$ cat src/rtl/core/fprc_pkg.sv
`timescale 1ns / 1ps
`default_nettype none
// ----------------------------------------------------------------------------
// fprc_pkg
// Shared constants and controller/datapath interface types for the
// frequency promoted recency cache.
// ----------------------------------------------------------------------------
package fprc_pkg;

  localparam int CAPACITY_DEF   = 5;
  localparam int KEY_W          = 32;
  localparam int COUNT_W        = 16;
  localparam int POS_W          = 3;
  localparam int OCC_W          = 3;

  localparam logic [COUNT_W-1:0] COUNT_MAX    = {COUNT_W{1'b1}};
  localparam logic [COUNT_W-1:0] COUNT_ONE    = COUNT_W'(1);
  localparam logic [COUNT_W-1:0] THRESH_RESET = COUNT_W'(10);

  localparam logic ACTION_ACCESS = 1'b0;
  localparam logic ACTION_CLEAR  = 1'b1;

  typedef struct packed {
    logic capture;
    logic update;
  } fprc_cmd_t;

  typedef struct packed {
    logic out_busy;
  } fprc_sts_t;

endpackage
`default_nettype wire

$ cat src/rtl/core/fprc_ctrl.sv
`timescale 1ns / 1ps
`default_nettype none
// ----------------------------------------------------------------------------
// fprc_ctrl
// Request sequencer: capture a request with its tag match, then commit the
// list update once the result register can take the response.
// ----------------------------------------------------------------------------
module fprc_ctrl (
  input  wire logic                clk,
  input  wire logic                rst_n,
  input  wire logic                in_valid,
  output logic                     in_ready,
  input  wire fprc_pkg::fprc_sts_t sts,
  output fprc_pkg::fprc_cmd_t      cmd
);

  typedef enum logic [1:0] {
    S_IDLE   = 2'b01,
    S_UPDATE = 2'b10
  } state_t;

  state_t state_r, state_nxt;

  always_comb begin
    state_nxt   = state_r;
    in_ready    = 1'b0;
    cmd.capture = 1'b0;
    cmd.update  = 1'b0;
    unique case (state_r)
      S_IDLE: begin
        in_ready = 1'b1;
        if (in_valid) begin
          cmd.capture = 1'b1;
          state_nxt   = S_UPDATE;
        end
      end
      S_UPDATE: begin
        if (!sts.out_busy) begin
          cmd.update = 1'b1;
          state_nxt  = S_IDLE;
        end
      end
      default: begin
        state_nxt = S_IDLE;
      end
    endcase
  end

  always_ff @(posedge clk) begin
    if (!rst_n) begin
      state_r <= S_IDLE;
    end else begin
      state_r <= state_nxt;
    end
  end

endmodule
`default_nettype wire

$ cat src/rtl/core/fprc_dp.sv
`timescale 1ns / 1ps
`default_nettype none
// ----------------------------------------------------------------------------
// fprc_dp
// Entry list, parallel tag match, count update with promotion, front insert
// with tail eviction, and the result register.
// ----------------------------------------------------------------------------
module fprc_dp #(
  parameter int CAPACITY = fprc_pkg::CAPACITY_DEF
) (
  input  wire logic                         clk,
  input  wire logic                         rst_n,
  input  wire fprc_pkg::fprc_cmd_t          cmd,
  output fprc_pkg::fprc_sts_t               sts,
  input  wire logic                         cfg_we,
  input  wire logic [fprc_pkg::COUNT_W-1:0] cfg_wdata,
  input  wire logic                         in_action,
  input  wire logic [fprc_pkg::KEY_W-1:0]   in_key,
  output logic                              out_valid,
  input  wire logic                         out_ready,
  output logic                              out_hit,
  output logic [fprc_pkg::POS_W-1:0]        out_position,
  output logic [fprc_pkg::COUNT_W-1:0]      out_hit_count,
  output logic                              out_evicted,
  output logic [fprc_pkg::KEY_W-1:0]        out_evicted_key,
  output logic [fprc_pkg::OCC_W-1:0]        out_occupancy
);

  localparam int IDX_W = $clog2(CAPACITY);
  localparam int CNT_W = $clog2(CAPACITY + 1);
  localparam logic [CNT_W-1:0] TOTAL_FULL = CNT_W'(CAPACITY);

  logic [fprc_pkg::KEY_W-1:0]   key_r     [CAPACITY];
  logic [fprc_pkg::KEY_W-1:0]   key_nxt   [CAPACITY];
  logic [fprc_pkg::COUNT_W-1:0] cnt_r     [CAPACITY];
  logic [fprc_pkg::COUNT_W-1:0] cnt_nxt   [CAPACITY];
  logic [CNT_W-1:0]             total_r, total_nxt;
  logic [fprc_pkg::COUNT_W-1:0] thr_r;

  logic                         req_action_r;
  logic [fprc_pkg::KEY_W-1:0]   req_key_r;
  logic [CAPACITY-1:0]          match_r, match_nxt;

  logic                         hit;
  logic                         full;
  logic                         promote;
  logic                         evict;
  logic [IDX_W-1:0]             found_idx;
  logic [fprc_pkg::COUNT_W-1:0] found_cnt;
  logic [fprc_pkg::COUNT_W-1:0] inc_cnt;
  logic [CAPACITY-1:0]          behind;
  logic [31:0]                  pos_wide;
  logic [31:0]                  occ_wide;

  logic                         out_valid_r;
  logic                         out_hit_r;
  logic [fprc_pkg::POS_W-1:0]   out_position_r;
  logic [fprc_pkg::COUNT_W-1:0] out_hit_count_r;
  logic                         out_evicted_r;
  logic [fprc_pkg::KEY_W-1:0]   out_evicted_key_r;
  logic [fprc_pkg::OCC_W-1:0]   out_occupancy_r;

  // tag match against valid entries
  always_comb begin
    for (int i = 0; i < CAPACITY; i++) begin
      match_nxt[i] = (CNT_W'(i) < total_r) && (key_r[i] == in_key);
    end
  end

  always_comb begin
    found_idx = '0;
    found_cnt = '0;
    for (int i = 0; i < CAPACITY; i++) begin
      if (match_r[i]) begin
        found_idx = found_idx | IDX_W'(i);
        found_cnt = found_cnt | cnt_r[i];
      end
    end
    for (int j = 0; j < CAPACITY; j++) begin
      behind[j] = |(match_r >> j);
    end
  end

  assign hit     = |match_r;
  assign full    = (total_r == TOTAL_FULL);
  assign inc_cnt = (found_cnt == fprc_pkg::COUNT_MAX) ? found_cnt
                                                      : found_cnt + fprc_pkg::COUNT_ONE;
  assign promote = hit && !match_r[0] && (inc_cnt > thr_r) && (inc_cnt > cnt_r[0]);
  assign evict   = (req_action_r == fprc_pkg::ACTION_ACCESS) && !hit && full;

  always_comb begin
    for (int j = 0; j < CAPACITY; j++) begin
      key_nxt[j] = key_r[j];
      cnt_nxt[j] = cnt_r[j];
    end
    total_nxt = total_r;
    if (req_action_r == fprc_pkg::ACTION_CLEAR) begin
      total_nxt = '0;
    end else if (hit) begin
      if (promote) begin
        for (int j = 1; j < CAPACITY; j++) begin
          if (behind[j]) begin
            key_nxt[j] = key_r[j-1];
            cnt_nxt[j] = cnt_r[j-1];
          end
        end
        key_nxt[0] = req_key_r;
        cnt_nxt[0] = inc_cnt;
      end else begin
        for (int j = 0; j < CAPACITY; j++) begin
          if (match_r[j]) begin
            cnt_nxt[j] = inc_cnt;
          end
        end
      end
    end else begin
      for (int j = 1; j < CAPACITY; j++) begin
        key_nxt[j] = key_r[j-1];
        cnt_nxt[j] = cnt_r[j-1];
      end
      key_nxt[0] = req_key_r;
      cnt_nxt[0] = fprc_pkg::COUNT_ONE;
      if (!full) begin
        total_nxt = total_r + CNT_W'(1);
      end
    end
  end

  assign pos_wide = (promote || !hit) ? 32'd0 : 32'(found_idx);
  assign occ_wide = 32'(total_nxt);

  always_ff @(posedge clk) begin
    if (cmd.capture) begin
      req_action_r <= in_action;
      req_key_r    <= in_key;
      match_r      <= match_nxt;
    end
    if (cmd.update) begin
      for (int j = 0; j < CAPACITY; j++) begin
        key_r[j] <= key_nxt[j];
        cnt_r[j] <= cnt_nxt[j];
      end
      out_hit_r         <= (req_action_r == fprc_pkg::ACTION_ACCESS) && hit;
      out_position_r    <= (req_action_r == fprc_pkg::ACTION_CLEAR) ? '0
                                                                    : pos_wide[2:0];
      out_hit_count_r   <= (req_action_r == fprc_pkg::ACTION_CLEAR) ? '0 :
                           hit ? inc_cnt : fprc_pkg::COUNT_ONE;
      out_evicted_r     <= evict;
      out_evicted_key_r <= evict ? key_r[CAPACITY-1] : '0;
      out_occupancy_r   <= occ_wide[2:0];
    end
  end

  always_ff @(posedge clk) begin
    if (!rst_n) begin
      total_r     <= '0;
      thr_r       <= fprc_pkg::THRESH_RESET;
      out_valid_r <= 1'b0;
    end else begin
      if (cmd.update) begin
        total_r <= total_nxt;
      end
      if (cfg_we) begin
        thr_r <= cfg_wdata;
      end
      if (cmd.update) begin
        out_valid_r <= 1'b1;
      end else if (out_ready) begin
        out_valid_r <= 1'b0;
      end
    end
  end

  assign sts.out_busy    = out_valid_r && !out_ready;
  assign out_valid       = out_valid_r;
  assign out_hit         = out_hit_r;
  assign out_position    = out_position_r;
  assign out_hit_count   = out_hit_count_r;
  assign out_evicted     = out_evicted_r;
  assign out_evicted_key = out_evicted_key_r;
  assign out_occupancy   = out_occupancy_r;

endmodule
`default_nettype wire

$ cat src/rtl/core/frequency_promoted_recency_cache.sv
`timescale 1ns / 1ps
`default_nettype none
// ----------------------------------------------------------------------------
// frequency_promoted_recency_cache
// Small fully associative key list with hit counting, promotion to the front
// and front insert with tail eviction.
//
// Usage:
//   Input channel (in_valid/in_ready) carries one request: in_action selects
//   access or clear, in_key is the key to look up. Result channel
//   (out_valid/out_ready) returns one response per request.
//   cfg_we/cfg_wdata write the promotion threshold; write only while idle.
//   An accepted request is captured with its tag match; the response is
//   registered by the update that follows. The sequencer finishes the update
//   before it takes the next request; all tags are compared in parallel.
//   The response sits in an output register, so the next request is taken
//   while it waits. If the receiver stalls, the update of the following
//   request holds until the output register drains.
//   Reset empties the list and sets the threshold to 10; no clearing pass.
//   position and occupancy report the low 3 bits of their values.
// ----------------------------------------------------------------------------
module frequency_promoted_recency_cache #(
  parameter int CAPACITY = fprc_pkg::CAPACITY_DEF
) (
  input  wire logic                         clk,
  input  wire logic                         rst_n,
  input  wire logic                         cfg_we,
  input  wire logic [fprc_pkg::COUNT_W-1:0] cfg_wdata,
  input  wire logic                         in_valid,
  output logic                              in_ready,
  input  wire logic                         in_action,
  input  wire logic [fprc_pkg::KEY_W-1:0]   in_key,
  output logic                              out_valid,
  input  wire logic                         out_ready,
  output logic                              out_hit,
  output logic [fprc_pkg::POS_W-1:0]        out_position,
  output logic [fprc_pkg::COUNT_W-1:0]      out_hit_count,
  output logic                              out_evicted,
  output logic [fprc_pkg::KEY_W-1:0]        out_evicted_key,
  output logic [fprc_pkg::OCC_W-1:0]        out_occupancy
);

  fprc_pkg::fprc_cmd_t cmd;
  fprc_pkg::fprc_sts_t sts;

  fprc_ctrl u_ctrl (
    .clk      (clk),
    .rst_n    (rst_n),
    .in_valid (in_valid),
    .in_ready (in_ready),
    .sts      (sts),
    .cmd      (cmd)
  );

  fprc_dp #(
    .CAPACITY (CAPACITY)
  ) u_dp (
    .clk             (clk),
    .rst_n           (rst_n),
    .cmd             (cmd),
    .sts             (sts),
    .cfg_we          (cfg_we),
    .cfg_wdata       (cfg_wdata),
    .in_action       (in_action),
    .in_key          (in_key),
    .out_valid       (out_valid),
    .out_ready       (out_ready),
    .out_hit         (out_hit),
    .out_position    (out_position),
    .out_hit_count   (out_hit_count),
    .out_evicted     (out_evicted),
    .out_evicted_key (out_evicted_key),
    .out_occupancy   (out_occupancy)
  );

endmodule
`default_nettype wire

$ cat config.mk
export PLATFORM = sky130hd
export DESIGN_NAME = frequency_promoted_recency_cache
export DESIGN_NICKNAME = d
export VERILOG_FILES = /design/src/rtl/core/fprc_pkg.sv /design/src/rtl/core/fprc_ctrl.sv /design/src/rtl/core/fprc_dp.sv /design/src/rtl/core/frequency_promoted_recency_cache.sv
export SDC_FILE = /design/constraint.sdc
export NUM_CORES = 1
export LEC_CHECK = 0
export BUFFER_PORTS_ARGS = -buffer_cell sky130_fd_sc_hd__buf_4
export CORE_MARGIN = 3
export CORE_UTILIZATION = 50
export DETAILED_ROUTE_END_ITERATION = 10
export PLACE_DENSITY = 0.68
export SLEW_MARGIN = 10
export SYNTH_ARGS = -nofsm -noshare
export SYNTH_HDL_FRONTEND = slang
export SYNTH_SLANG_ARGS = --single-unit
$ cat constraint.sdc
create_clock -name clk -period 8.31 [get_ports clk]
set_input_delay 2.0775 -clock clk [delete_from_list [all_inputs] [get_ports clk]]
set_output_delay 2.0775 -clock clk [all_outputs]
set_load 0.02 [all_outputs]
Word level (Yosys, flattened, before mapping)
Memories as Yosys holds them, arrays and structs flattened.
Cells that the tools add are included.
{"block": "classes", "n_addsub": 2, "magnitude_cmp": 7, "eq_ne": 11, "mux": 45, "bitwise": 6, "n_reduce_logical": 24}
{"op": "160-bit two-way mux", "count": 3}
{"op": "16-bit two-way mux", "count": 15}
{"op": "80-bit two-way mux", "count": 3}
{"op": "32-bit == test", "count": 5}
{"op": "32-bit two-way mux", "count": 4}
{"op": "16-bit bitwise OR", "count": 4}
{"op": "16-bit greater-than comparator", "count": 2}
{"op": "16-bit by 1-bit adder with 16-bit output, second input constant", "count": 1}
{"op": "16-bit == test, second input constant", "count": 1}
{"op": "1-bit logical AND", "count": 12}
{"op": "3-bit two-way mux", "count": 4}
{"op": "1-bit two-way mux", "count": 11}
{"op": "2-bit two-way mux", "count": 4}
{"op": "1-bit by 3-bit less-than comparator with 1-bit output, first input constant", "count": 2}
{"op": "2-bit by 3-bit less-than comparator with 1-bit output, first input constant", "count": 2}
{"op": "2-bit OR reduction", "count": 3}
{"op": "5-bit OR reduction", "count": 1}
{"op": "2-bit != test, second input constant", "count": 2}
{"op": "2-bit one-hot mux with 2 select lines", "count": 1}
{"op": "4-bit OR reduction", "count": 1}
{"op": "3-bit by 1-bit adder with 3-bit output, second input constant", "count": 1}
{"op": "3-bit == test, second input constant", "count": 1}
{"op": "1-bit logical NOT", "count": 3}
{"op": "3-bit less-than comparator, first input constant", "count": 1}
{"op": "7 further kinds", "count": 8}
{"block": "word_totals", "regBits": 116, "ramBits": 240, "in_bits": 54, "output_inout_bits": 58, "wordCells": 111, "mem_count": 2}
{"memory": "u_dp.key_r", "words": 5, "width": 32, "rd": 5, "rd_ports_with_merged_regs": 0, "write_ports": 5, "line_no": "fprc_dp.sv:33", "rtl": "logic [fprc_pkg::KEY_W-1:0] key_r [CAPACITY];"}
{"memory": "u_dp.cnt_r", "words": 5, "width": 16, "rd": 5, "rd_ports_with_merged_regs": 0, "write_ports": 5, "line_no": "fprc_dp.sv:35", "rtl": "logic [fprc_pkg::COUNT_W-1:0] cnt_r [CAPACITY];"}

Logic depth before layout (Yosys ltp)
Gate-level depths: netlist (run 1).
An unclocked memory read counts as a cell.
{"block": "logic_depth", "depth_word": 18, "mapped_depth": 19, "depth_no_buf": 16}

By module
From an unflattened synthesis (run 1), not the netlist that was laid out.
{"block": "hier_totals", "hier_cells": 1121, "area_unflattened_um2": 15886.5}
{"module": "fprc_dp", "n_inst": 1, "cells_per_inst": 1113, "area_per_inst_um2": 15802.7, "seq_area_each_um2": 10430.0}
{"module": "fprc_ctrl", "n_inst": 1, "cells_per_inst": 8, "area_per_inst_um2": 83.8, "seq_area_each_um2": 40.0}

Worst setup path before layout (run 1)
Ideal clock, no wire load.
{"block": "synth_path", "kind": "input-to-reg", "start": "input port out_ready", "end": "memory u_dp.key_r[0][128] (netlist name) (enable)", "setup_ns": 0.432, "t_arrival_ns": 6.257, "required_ns": 7.878, "setup_slack_ns": 1.622, "path_stages": 7, "n_path_buf": 2, "cell_sequence": "nand2b_1 > nor2b_1 > clkbuf_1 > nor2b_1 > clkbuf_1 > o21ai_0 > a21oi_1"}
{"element": "start: declaration", "line_no": "frequency_promoted_recency_cache.sv:34", "rtl": "input wire logic out_ready,"}
{"element": "end: declaration", "line_no": "fprc_dp.sv:33"}

==> results of run 1 <==
-- cells in the final DEF, fill, tap and decap left out, types with 3 or more instances in the layout --
cell and count:
xnor2_2 6, buf_4 122, o211ai_1 3, mux2i_4 3, clkinv_1 6, nor4_1 21
nor2_1 25, nand4_1 34, a31oi_1 3, a22oi_1 17, and2_1 34, clkinv_2 5
mux2i_1 50, inv_1 92, nand2_1 29, o21a_1 3, a222oi_1 16, bufinv_16 4
xor2_1 43, edfxtp_1 334, nand3_1 11, xnor2_1 113, o2bb2ai_1 25, o21ai_0 6
dfxtp_1 22, o2bb2ai_2 4, nand2_2 8, clkbuf_16 36, a21o_1 6, clkbuf_1 6
nor2b_1 23, ha_1 35, nor3_1 8, a22o_1 8, and3_1 4, a21oi_1 17
nand2b_1 6
-- stage by stage --
step                      utilization  hold slack, ps
after floorplan                     -             400
after global placement          0.552             400
after detailed placement        0.552             405
after CTS                       0.589             419
after global routing            0.589             423
final                           0.589             417
-- flip-flops by register name, indices dropped and copies added, names as in the netlist --
name,flops
u_dp.out_hit_count,16
u_dp.cnt_r,80
u_dp.match_r,5
u_dp.out_position,3
u_ctrl.state_r,2
u_dp.req_action_r,1
u_dp.out_occupancy,3
u_dp.key_r,160
u_dp.out_valid,1
u_dp.out_evicted,1
u_dp.req_key_r,32
u_dp.out_hit,1
u_dp.total_r,3
u_dp.out_evicted_key,32
u_dp.thr_r,16
-- power by group through the flow --
stage / Combinational (W) / Sequential (W) / Clock (W)
2_1_floorplan: 0.000221 / 0.00203 / 0
3_3_place_gp: 0.000293 / 0.00204 / 0
3_5_place_dp: 0.000301 / 0.00204 / 0
4_1_cts: 0.000302 / 0.00200 / 0.00163
5_1_grt: 0.000332 / 0.00200 / 0.00171
6_report: 0.000301 / 0.00200 / 0.00160
-- worst max-delay path, cell delays in order (launching register included) --
cell      delay, ps
edfxtp_1        880
a222oi_1        280
a22oi_1         290
and3_1          360
nor4b_2         350
nand3_1         160
mux2i_2         510
inv_1           150
ha_1            330
nand4_1         120
nor4_1          370
a22o_1          200
o31ai_1         140
o21ai_4         730
a22o_1          790
-- final timing paths --
check	from	end	cells after the start	slack [ps]
worst max-delay path	u_dp.match_r[2]$_DFFE_PP_	u_dp.cnt_r[0][48]$_DFFE_PP_	14	2240
worst min register to register	u_dp.req_key_r[20]$_DFFE_PP_	u_dp.key_r[0][20]$_DFFE_PP_	0	420
worst max register to register	u_dp.match_r[2]$_DFFE_PP_	u_dp.cnt_r[0][48]$_DFFE_PP_	14	2240
worst min-delay path	u_dp.req_key_r[20]$_DFFE_PP_	u_dp.key_r[0][20]$_DFFE_PP_	0	420
-- final cells by class --
type	instances	area share
sequential	356	0.572
tap	396	0.0271
multi-input combinational	602	0.268
timing repair buffer	122	0.0501
inverter	92	0.0189
clock buffer	43	0.0512
clock inverter	19	0.0120
-- cells by family (layout without fill, tap and decap cells) --
family,Yosys count,in the layout,share of synthesized area
buf+inv,159,276,0.0436
flops,356,356,0.653
mux,55,55,0.0371
fa+ha+maj,35,35,0.0273
xor+xnor,163,163,0.0930
compound gates,127,127,0.0646
simple gates,222,222,0.0817
-- routing by layer --
| metal | up-vias | part of all wire | GRT usage |
|---|---|---|---|
| met5 | - | 0 | 0 |
| li1 | 4289 | - | - |
| met3 | 32 | 0.092 | 0.0365 |
| met4 | 0 | 0.016 | 0.0435 |
| met1 | 4394 | 0.50 | 0.346 |
| met2 | 437 | 0.39 | 0.270 |
==> impl_metrics.json, run 1 <==
{
  "maxCapViolCount": 0,
  "final_area_um2": 18300,
  "fp.dieH_um": 185,
  "fmax_mhz": 165,
  "grt_max_degree": 61,
  "fin_crit_sh": 0.730,
  "cp_data_required_time_ps": 8460,
  "grt_first_pass_wirelength_um": 52800,
  "p_sw_w": 0.000860,
  "yosys_warnings": 0,
  "die_width_um": 185,
  "slew_violations": 0,
  "cp_max_fo": 25,
  "clkTransAtPathRegs_ps": 60,
  "die_area_um2": 34300,
  "worstSetupStartpointType": "register",
  "vias_per_cell": 5.61,
  "clockRootBuffer": "clkbuf_16",
  "tightest_slew_ps": 970,
  "min_period_ps": 6070,
  "comb_power_share": 0.077,
  "synth-edff-count": 334,
  "ff_latch_area_um2": 10500,
  "coreArea_um2": 31100,
  "syn_avg_cell_area_um2": 14.4,
  "final_net_count": 1299,
  "gp_congestion": 0.884,
  "grt_pass1_vias": 8866,
  "rows": 64,
  "yosysSeqAreaShare": 0.653,
  "netSwitchingFraction": 0.221,
  "antenna_found_initial": 0,
  "power_frac_seq": 0.513,
  "finClkSkew_ps": 22.8,
  "worstSetupPathType": "register to register",
  "antenna_left": 0,
  "drc": 0,
  "dpl.cell_count": 1568,
  "area_growth_pct": 14.0,
  "p_int_w": 0.00304,
  "grt_usage": 0.203,
  "dp.final_hpwl_um": 25100,
  "synth_common_cells": "edfxtp_1 (334), xnor2_1 (113), inv_1 (92), mux2i_1 (50), clkbuf_1 (45)",
  "cts_hold_buf": 0,
  "clk_latency_ps": 530,
  "vias": 9152,
  "multi_input_area_um2": 4910,
  "start_util": 0.516,
  "synth_area_um2": 16000,
  "cts_sinks": 356,
  "endpoint_kind": "register",
  "hold_viol_final": 0,
  "layout-drive-gt1-share": 0.179,
  "drt_pass1_iterations": 6,
  "tns_ps": 0,
  "fin_ws_ps": 2240,
  "yosys.cell_count.top_type": "edfxtp_1",
  "synth_seq_cells": 356,
  "post-cts-setup-buffers": 0,
  "overflow": 0,
  "post_drt_wl_per_cell_um": 21.0,
  "hp-class": "register to register",
  "synth_cell_type_count": 65,
  "synthArstFlopShare": 0,
  "netlist_instances": 1117,
  "cts_resized": 0,
  "pre_cts_slack_ps": 2230,
  "antenna_cells": 0,
  "power.density_nw_per_um2": 213,
  "setup_viol": 0,
  "io_buffers": 111,
  "finalPower_w": 0.00390,
  "clockBufferDepth": 3,
  "rsz0062_at_grt": "no",
  "status": "completed",
  "clockPowerShare": 0.409,
  "ir_worst_vdd_mv": 0.153,
  "ios": 112,
  "synthesis.nets": 1206,
  "ctsHtreeMaxLevel": 2,
  "cts_tree": "done",
  "cts_buffers": 36,
  "leakage_nw": 6.53,
  "routed_wl_um": 34200,
  "synth_area_leader_cell": "edfxtp_1",
  "maxSlewHeadroom": 0.352,
  "synth_top_area_share": 0.625,
  "synth_area_leaders": "edfxtp_1 (63%), xnor2_1 (6.2%), mux2i_1 (3.1%)",
  "fill_cells": 2445,
  "arrival_ps": 6220,
  "drtIter0Drc": 1144,
  "final_cells": 1630,
  "synth_ff_type": "edfxtp_1",
  "placed_cell_area_um2": 17100
}
No activity file was read; power rests on OpenSTA's default activity.
==> inputs of run 2 (changes only) <==
PLACE_DENSITY = 0.71   (was 0.68)
clock period = 4.97 ns   (was 8.31 ns; I/O delays follow)
==> impl_metrics.json, run 2 (synthesis results as in run 1) <==
{
  "dp.final_hpwl_um": 25800,
  "ctsHtreeMaxLevel": 2,
  "routed_wl_um": 35700,
  "cts_buffers": 38,
  "worstSetupStartpointType": "register",
  "grt_first_pass_wirelength_um": 54200,
  "hp-start": "u_dp.req_key_r[13]$_DFFE_PP_",
  "largest_reg_flops": 160,
  "worstSetupPathType": "register to register",
  "ff_latch_area_um2": 10500,
  "finClkSkew_ps": 28.5,
  "clkTransAtPathRegs_ps": 60,
  "fin_crit_sh": 0.943,
  "cts_sinks": 356,
  "antenna_left": 0,
  "ios": 112,
  "antenna_cells": 0,
  "pre_cts_slack_ps": 98.0,
  "rrSetupSlack_ps": 280,
  "tightest_slew_ps": 1020,
  "maxCapViolCount": 0,
  "multi_input_area_um2": 4960,
  "hold_viol_final": 0,
  "cts_tree": "done",
  "slew_violations": 0,
  "die_width_um": 185,
  "arrival_ps": 4920,
  "start_util": 0.516,
  "critPathSlowestCell": "edfxtp_1",
  "rsz0062_at_grt": "no",
  "setup_viol": 0,
  "min_delay_path_depth": 0,
  "dpl.cell_count": 1617,
  "worstHoldEndpoint": "u_dp.key_r[0][13]$_DFFE_PP_",
  "die_area_um2": 34300,
  "clockBufferDepth": 3,
  "cp_max_fo": 32,
  "rows": 64,
  "endpoint_kind": "register",
  "cts_hold_buf": 0,
  "tns_ps": 0,
  "grt_max_degree": 60,
  "postLayoutCoreUtil": 0.610,
  "hp-class": "register to register",
  "ir_worst_vdd_mv": 0.271,
  "maxSlewHeadroom": 0.320,
  "coreArea_um2": 31100,
  "clockRootBuffer": "clkbuf_16",
  "drt_pass1_iterations": 5,
  "final_cells": 1688,
  "layout-drive-gt1-share": 0.217,
  "fmax_mhz": 213,
  "fin_ws_ps": 285,
  "cp_data_required_time_ps": 5200,
  "final_common_cell": "edfxtp_1",
  "regMostFlops": "u_dp.key_r",
  "area_growth_pct": 18.1,
  "r2r-start": "u_dp.match_r[3]$_DFFE_PP_",
  "most-common-layout-cells": "edfxtp_1 (334), buf_4 (161), xnor2_1 (113), inv_1 (92), mux2i_1 (50)",
  "power.density_nw_per_um2": 352,
  "final_net_count": 1354,
  "path_cells": "a222oi_1 > nand2_1 > ha_1 > and3_1 > nand2_1 > nor2_1 > mux2i_4 > inv_1 > ha_1 > nand4_1 > nor4_1 > buf_4 > a2111oi_4 > or2_2 > buf_4 > a21oi_2 > buf_12",
  "critical_path.max_stage_delay_ps": 520,
  "leakage_nw": 6.87,
  "reg2reg_depth": 17,
  "reg_top3": "u_dp.key_r: 160 flops, u_dp.cnt_r: 80 flops",
  "clk_latency_ps": 540,
  "fp.dieH_um": 185,
  "drc": 0,
  "r2r_end": "u_dp.key_r[0][144]$_DFFE_PP_",
  "gp_congestion": 0.925,
  "drtIter0Drc": 1062,
  "fill_cells": 2350,
  "status": "completed",
  "antenna_found_initial": 0,
  "grt_pass1_vias": 9308,
  "io_buffers": 111,
  "grt_usage": 0.207,
  "post_drt_wl_per_cell_um": 21.1,
  "vias": 9514,
  "min_period_ps": 4690,
  "vias_per_cell": 5.64,
  "overflow": 0
}
==> run 2: worst max-delay path: cells and delay by family (launching register included) <==
family | cells | cell delay (ps)
AND/OR/NAND/NOR | 7 | 1630
adder cells (fa/ha/maj) | 2 | 580
flip-flops | 1 | 520
AO/OA/AOI/OAI | 3 | 700
buffers and inverters | 4 | 720
multiplexers | 1 | 200
==> run 2: repair_timing <==
item / CTS / global route
endpoints found under the setup margin: 0 / 221
buffers inserted: 0 / 3
resized for setup: 0 / 7
endpoints found under the hold margin: 0 / 0
==> run 2: report_power, final <==
group | internal, W | switching [W] | total [W]
clock network | 0.00159 | 0.00116 | 0.00274
registers | 0.00332 | 0.0000216 | 0.00334
logic | 0.000251 | 0.000330 | 0.000581
==> run 2: metrics by stage <==
step	power, W	instance area (µm²)	hold slack [ps]
after floorplan	0.00377	16000	400
after global placement	0.00395	17600	401
after detailed placement	0.00397	17600	405
after CTS	0.00669	18900	411
after global routing	0.00690	18900	416
final	0.00667	18900	409
==> run 2: metal layers <==
metal	global-route usage	vias to the layer above	share of wire	routed length [µm]
met2	0.277	461	0.40	14200
met4	0.0585	0	0.026	930
met3	0.0393	63	0.089	3180
met5	0	-	0	0
met1	0.343	4600	0.49	17400
li1	-	4390	-	-
==> run 2: how the worst max path moves through the flow <==
stage                               from                           end  slack (ps)  cells past startpoint
6_report       u_dp.match_r[3]$_DFFE_PP_  u_dp.key_r[0][144]$_DFFE_PP_         280                     17
4_1_cts        u_dp.match_r[3]$_DFFE_PP_   u_dp.cnt_r[0][71]$_DFFE_PP_         100                     17
3_3_place_gp   u_dp.match_r[0]$_DFFE_PP_   u_dp.cnt_r[0][71]$_DFFE_PP_         240                     17
2_1_floorplan  u_dp.match_r[2]$_DFFE_PP_   u_dp.key_r[0][64]$_DFFE_PP_        -650                     17
3_5_place_dp   u_dp.match_r[2]$_DFFE_PP_   u_dp.cnt_r[0][71]$_DFFE_PP_         100                     17
5_1_grt        u_dp.match_r[3]$_DFFE_PP_  u_dp.key_r[0][151]$_DFFE_PP_          40                     17
==> run 2: cell type report <==
| type | count | share of cell area |
|---|---|---|
| Clock inverter | 19 | 0.0116 |
| Timing Repair Buffer | 174 | 0.0771 |
| Sequential cell | 356 | 0.553 |
| Clock buffer | 48 | 0.0522 |
| Inverter | 92 | 0.0182 |
| Tap cell | 396 | 0.0262 |
| Multi-Input combinational cell | 603 | 0.262 |
==> inputs of run 3 (changes only) <==
CORE_ASPECT_RATIO = 1.75   (was not set)
PLACE_DENSITY = 0.76   (was 0.71)
==> impl_metrics.json, run 3 (synthesis results as in run 1) <==
{
  "status": "completed",
  "final_area_um2": 18700,
  "ctsHtreeMaxLevel": 1,
  "grt_pass1_vias": 9969,
  "cts_tree": "done",
  "most-common-layout-cells": "edfxtp_1 (334), buf_4 (164), xnor2_1 (113), inv_1 (92), mux2i_1 (50)",
  "clockBufferDepth": 3,
  "cp-startpoint": "u_dp.match_r[0]$_DFFE_PP_",
  "slew_violations": 0,
  "antenna_cells": 0,
  "routed_wl_um": 38800,
  "antenna_found_initial": 0,
  "drt_pass1_iterations": 6,
  "worstSetupStartpointType": "register",
  "fin_crit_sh": 0.935,
  "cp_max_fo": 32,
  "cts_sinks": 356,
  "final_common_cell": "edfxtp_1",
  "hold_viol_final": 0,
  "tightest_slew_ps": 992,
  "fp.dieH_um": 243,
  "power_frac_seq": 0.535,
  "hp-start": "u_dp.req_key_r[11]$_DFFE_PP_",
  "placed_cell_area_um2": 17600,
  "ios": 112,
  "worstSetupPathType": "register to register",
  "maxCapViolCount": 0,
  "min_period_ps": 4650,
  "comb_power_share": 0.093,
  "p_sw_w": 0.00143,
  "grt_first_pass_wirelength_um": 57200,
  "vias": 9449,
  "antenna_left": 0,
  "post_drt_wl_per_cell_um": 23.2,
  "coreArea_um2": 31500,
  "clkTransAtPathRegs_ps": 70,
  "vias_per_cell": 5.64,
  "leakage_nw": 6.72,
  "maxSlewHeadroom": 0.339,
  "die_area_um2": 34400,
  "final_net_count": 1347,
  "start_util": 0.509,
  "grt_max_degree": 60,
  "power.density_nw_per_um2": 334,
  "rows": 86,
  "cp_data_required_time_ps": 5240,
  "cts_hold_buf": 0,
  "clockPowerShare": 0.372,
  "drtIter0Drc": 763,
  "fmax_mhz": 215,
  "hp-class": "register to register",
  "netSwitchingFraction": 0.229,
  "largest_reg_flops": 160,
  "die_width_um": 141,
  "area_growth_pct": 16.3,
  "regMostFlops": "u_dp.key_r",
  "finalPower_w": 0.00623,
  "p_int_w": 0.00480,
  "finClkSkew_ps": 10.0,
  "arrival_ps": 4910,
  "gp_congestion": 1.00,
  "layout-drive-gt1-share": 0.213,
  "reg_top3": "u_dp.key_r: 160 flops, u_dp.cnt_r: 80 flops",
  "pre_cts_slack_ps": 194,
  "io_buffers": 111,
  "tns_ps": 0,
  "ir_worst_vdd_mv": 0.365,
  "clockRootBuffer": "clkbuf_16",
  "fin_ws_ps": 323,
  "rsz0062_at_grt": "no",
  "drc": 0,
  "setup_viol": 0,
  "overflow": 0,
  "grt_usage": 0.224,
  "cts_buffers": 31,
  "endpoint_kind": "register",
  "dp.final_hpwl_um": 29500,
  "r2r-start": "u_dp.match_r[0]$_DFFE_PP_",
  "clk_latency_ps": 570
}
run 3: critical path: stages, from the launching register on:
cell and delay (ps):
edfxtp_1 510, buf_12 190, a222oi_1 310, nand2_1 270, and3_1 340, nor4b_2 210
nand3_1 130, mux2i_2 270, inv_1 90, ha_1 310, nand4_1 100, nor4_1 70
buf_4 140, a22o_1 200, nor3_1 190, o31ai_2 170, o21ai_4 220, buf_12 160
o311a_1 220, buf_12 220
run 3: cell type report:
cell class / count / area (µm²)
tap: 396 / 495
clock inverter: 22 / 176
fill: 2446 / 12900
clock buffer: 33 / 783
timing repair buffer: 175 / 1450
sequential: 356 / 10500
inverter: 92 / 345
multi-input combinational: 602 / 4930
run 3: path summary, 6_finish.rpt:
path,end,slack (ps),cells after the start
worst max-delay path,u_dp.key_r[0][123]$_DFFE_PP_,320,19
worst min-delay path,u_dp.key_r[0][11]$_DFFE_PP_,420,0
worst max register to register,u_dp.key_r[0][123]$_DFFE_PP_,320,19
worst min register to register,u_dp.key_r[0][11]$_DFFE_PP_,420,0
run 3: power groups by stage:
stage,Sequential [W],Clock [W],Combinational (W)
3_3_place_gp,0.00340,0,0.000554
6_report,0.00333,0.00232,0.000582
4_1_cts,0.00334,0.00236,0.000571
2_1_floorplan,0.00340,0,0.000370
5_1_grt,0.00334,0.00247,0.000629
3_5_place_dp,0.00340,0,0.000570
run 3: per-stage QoR:
stage / hold slack (ps) / std cells / util
after global placement: 402 / 1616 / 0.559
after global routing: 433 / 1676 / 0.592
after floorplan: 400 / 1117 / -
after detailed placement: 407 / 1616 / 0.559
final: 420 / 1676 / 0.592
after CTS: 423 / 1671 / 0.589
run 3: layer usage:
layer  global-route usage  share of wire
met5                    0              0
met2                0.421           0.55
met3               0.0225          0.041
met4                0.173          0.090
met1                0.217           0.32
run 3: timing repair:
item                                    in CTS  in global routing
buffers inserted                             0                  5
endpoints found under the setup margin       0                286
gates resized for setup                      0                  2
hold endpoints to repair                     0                  0
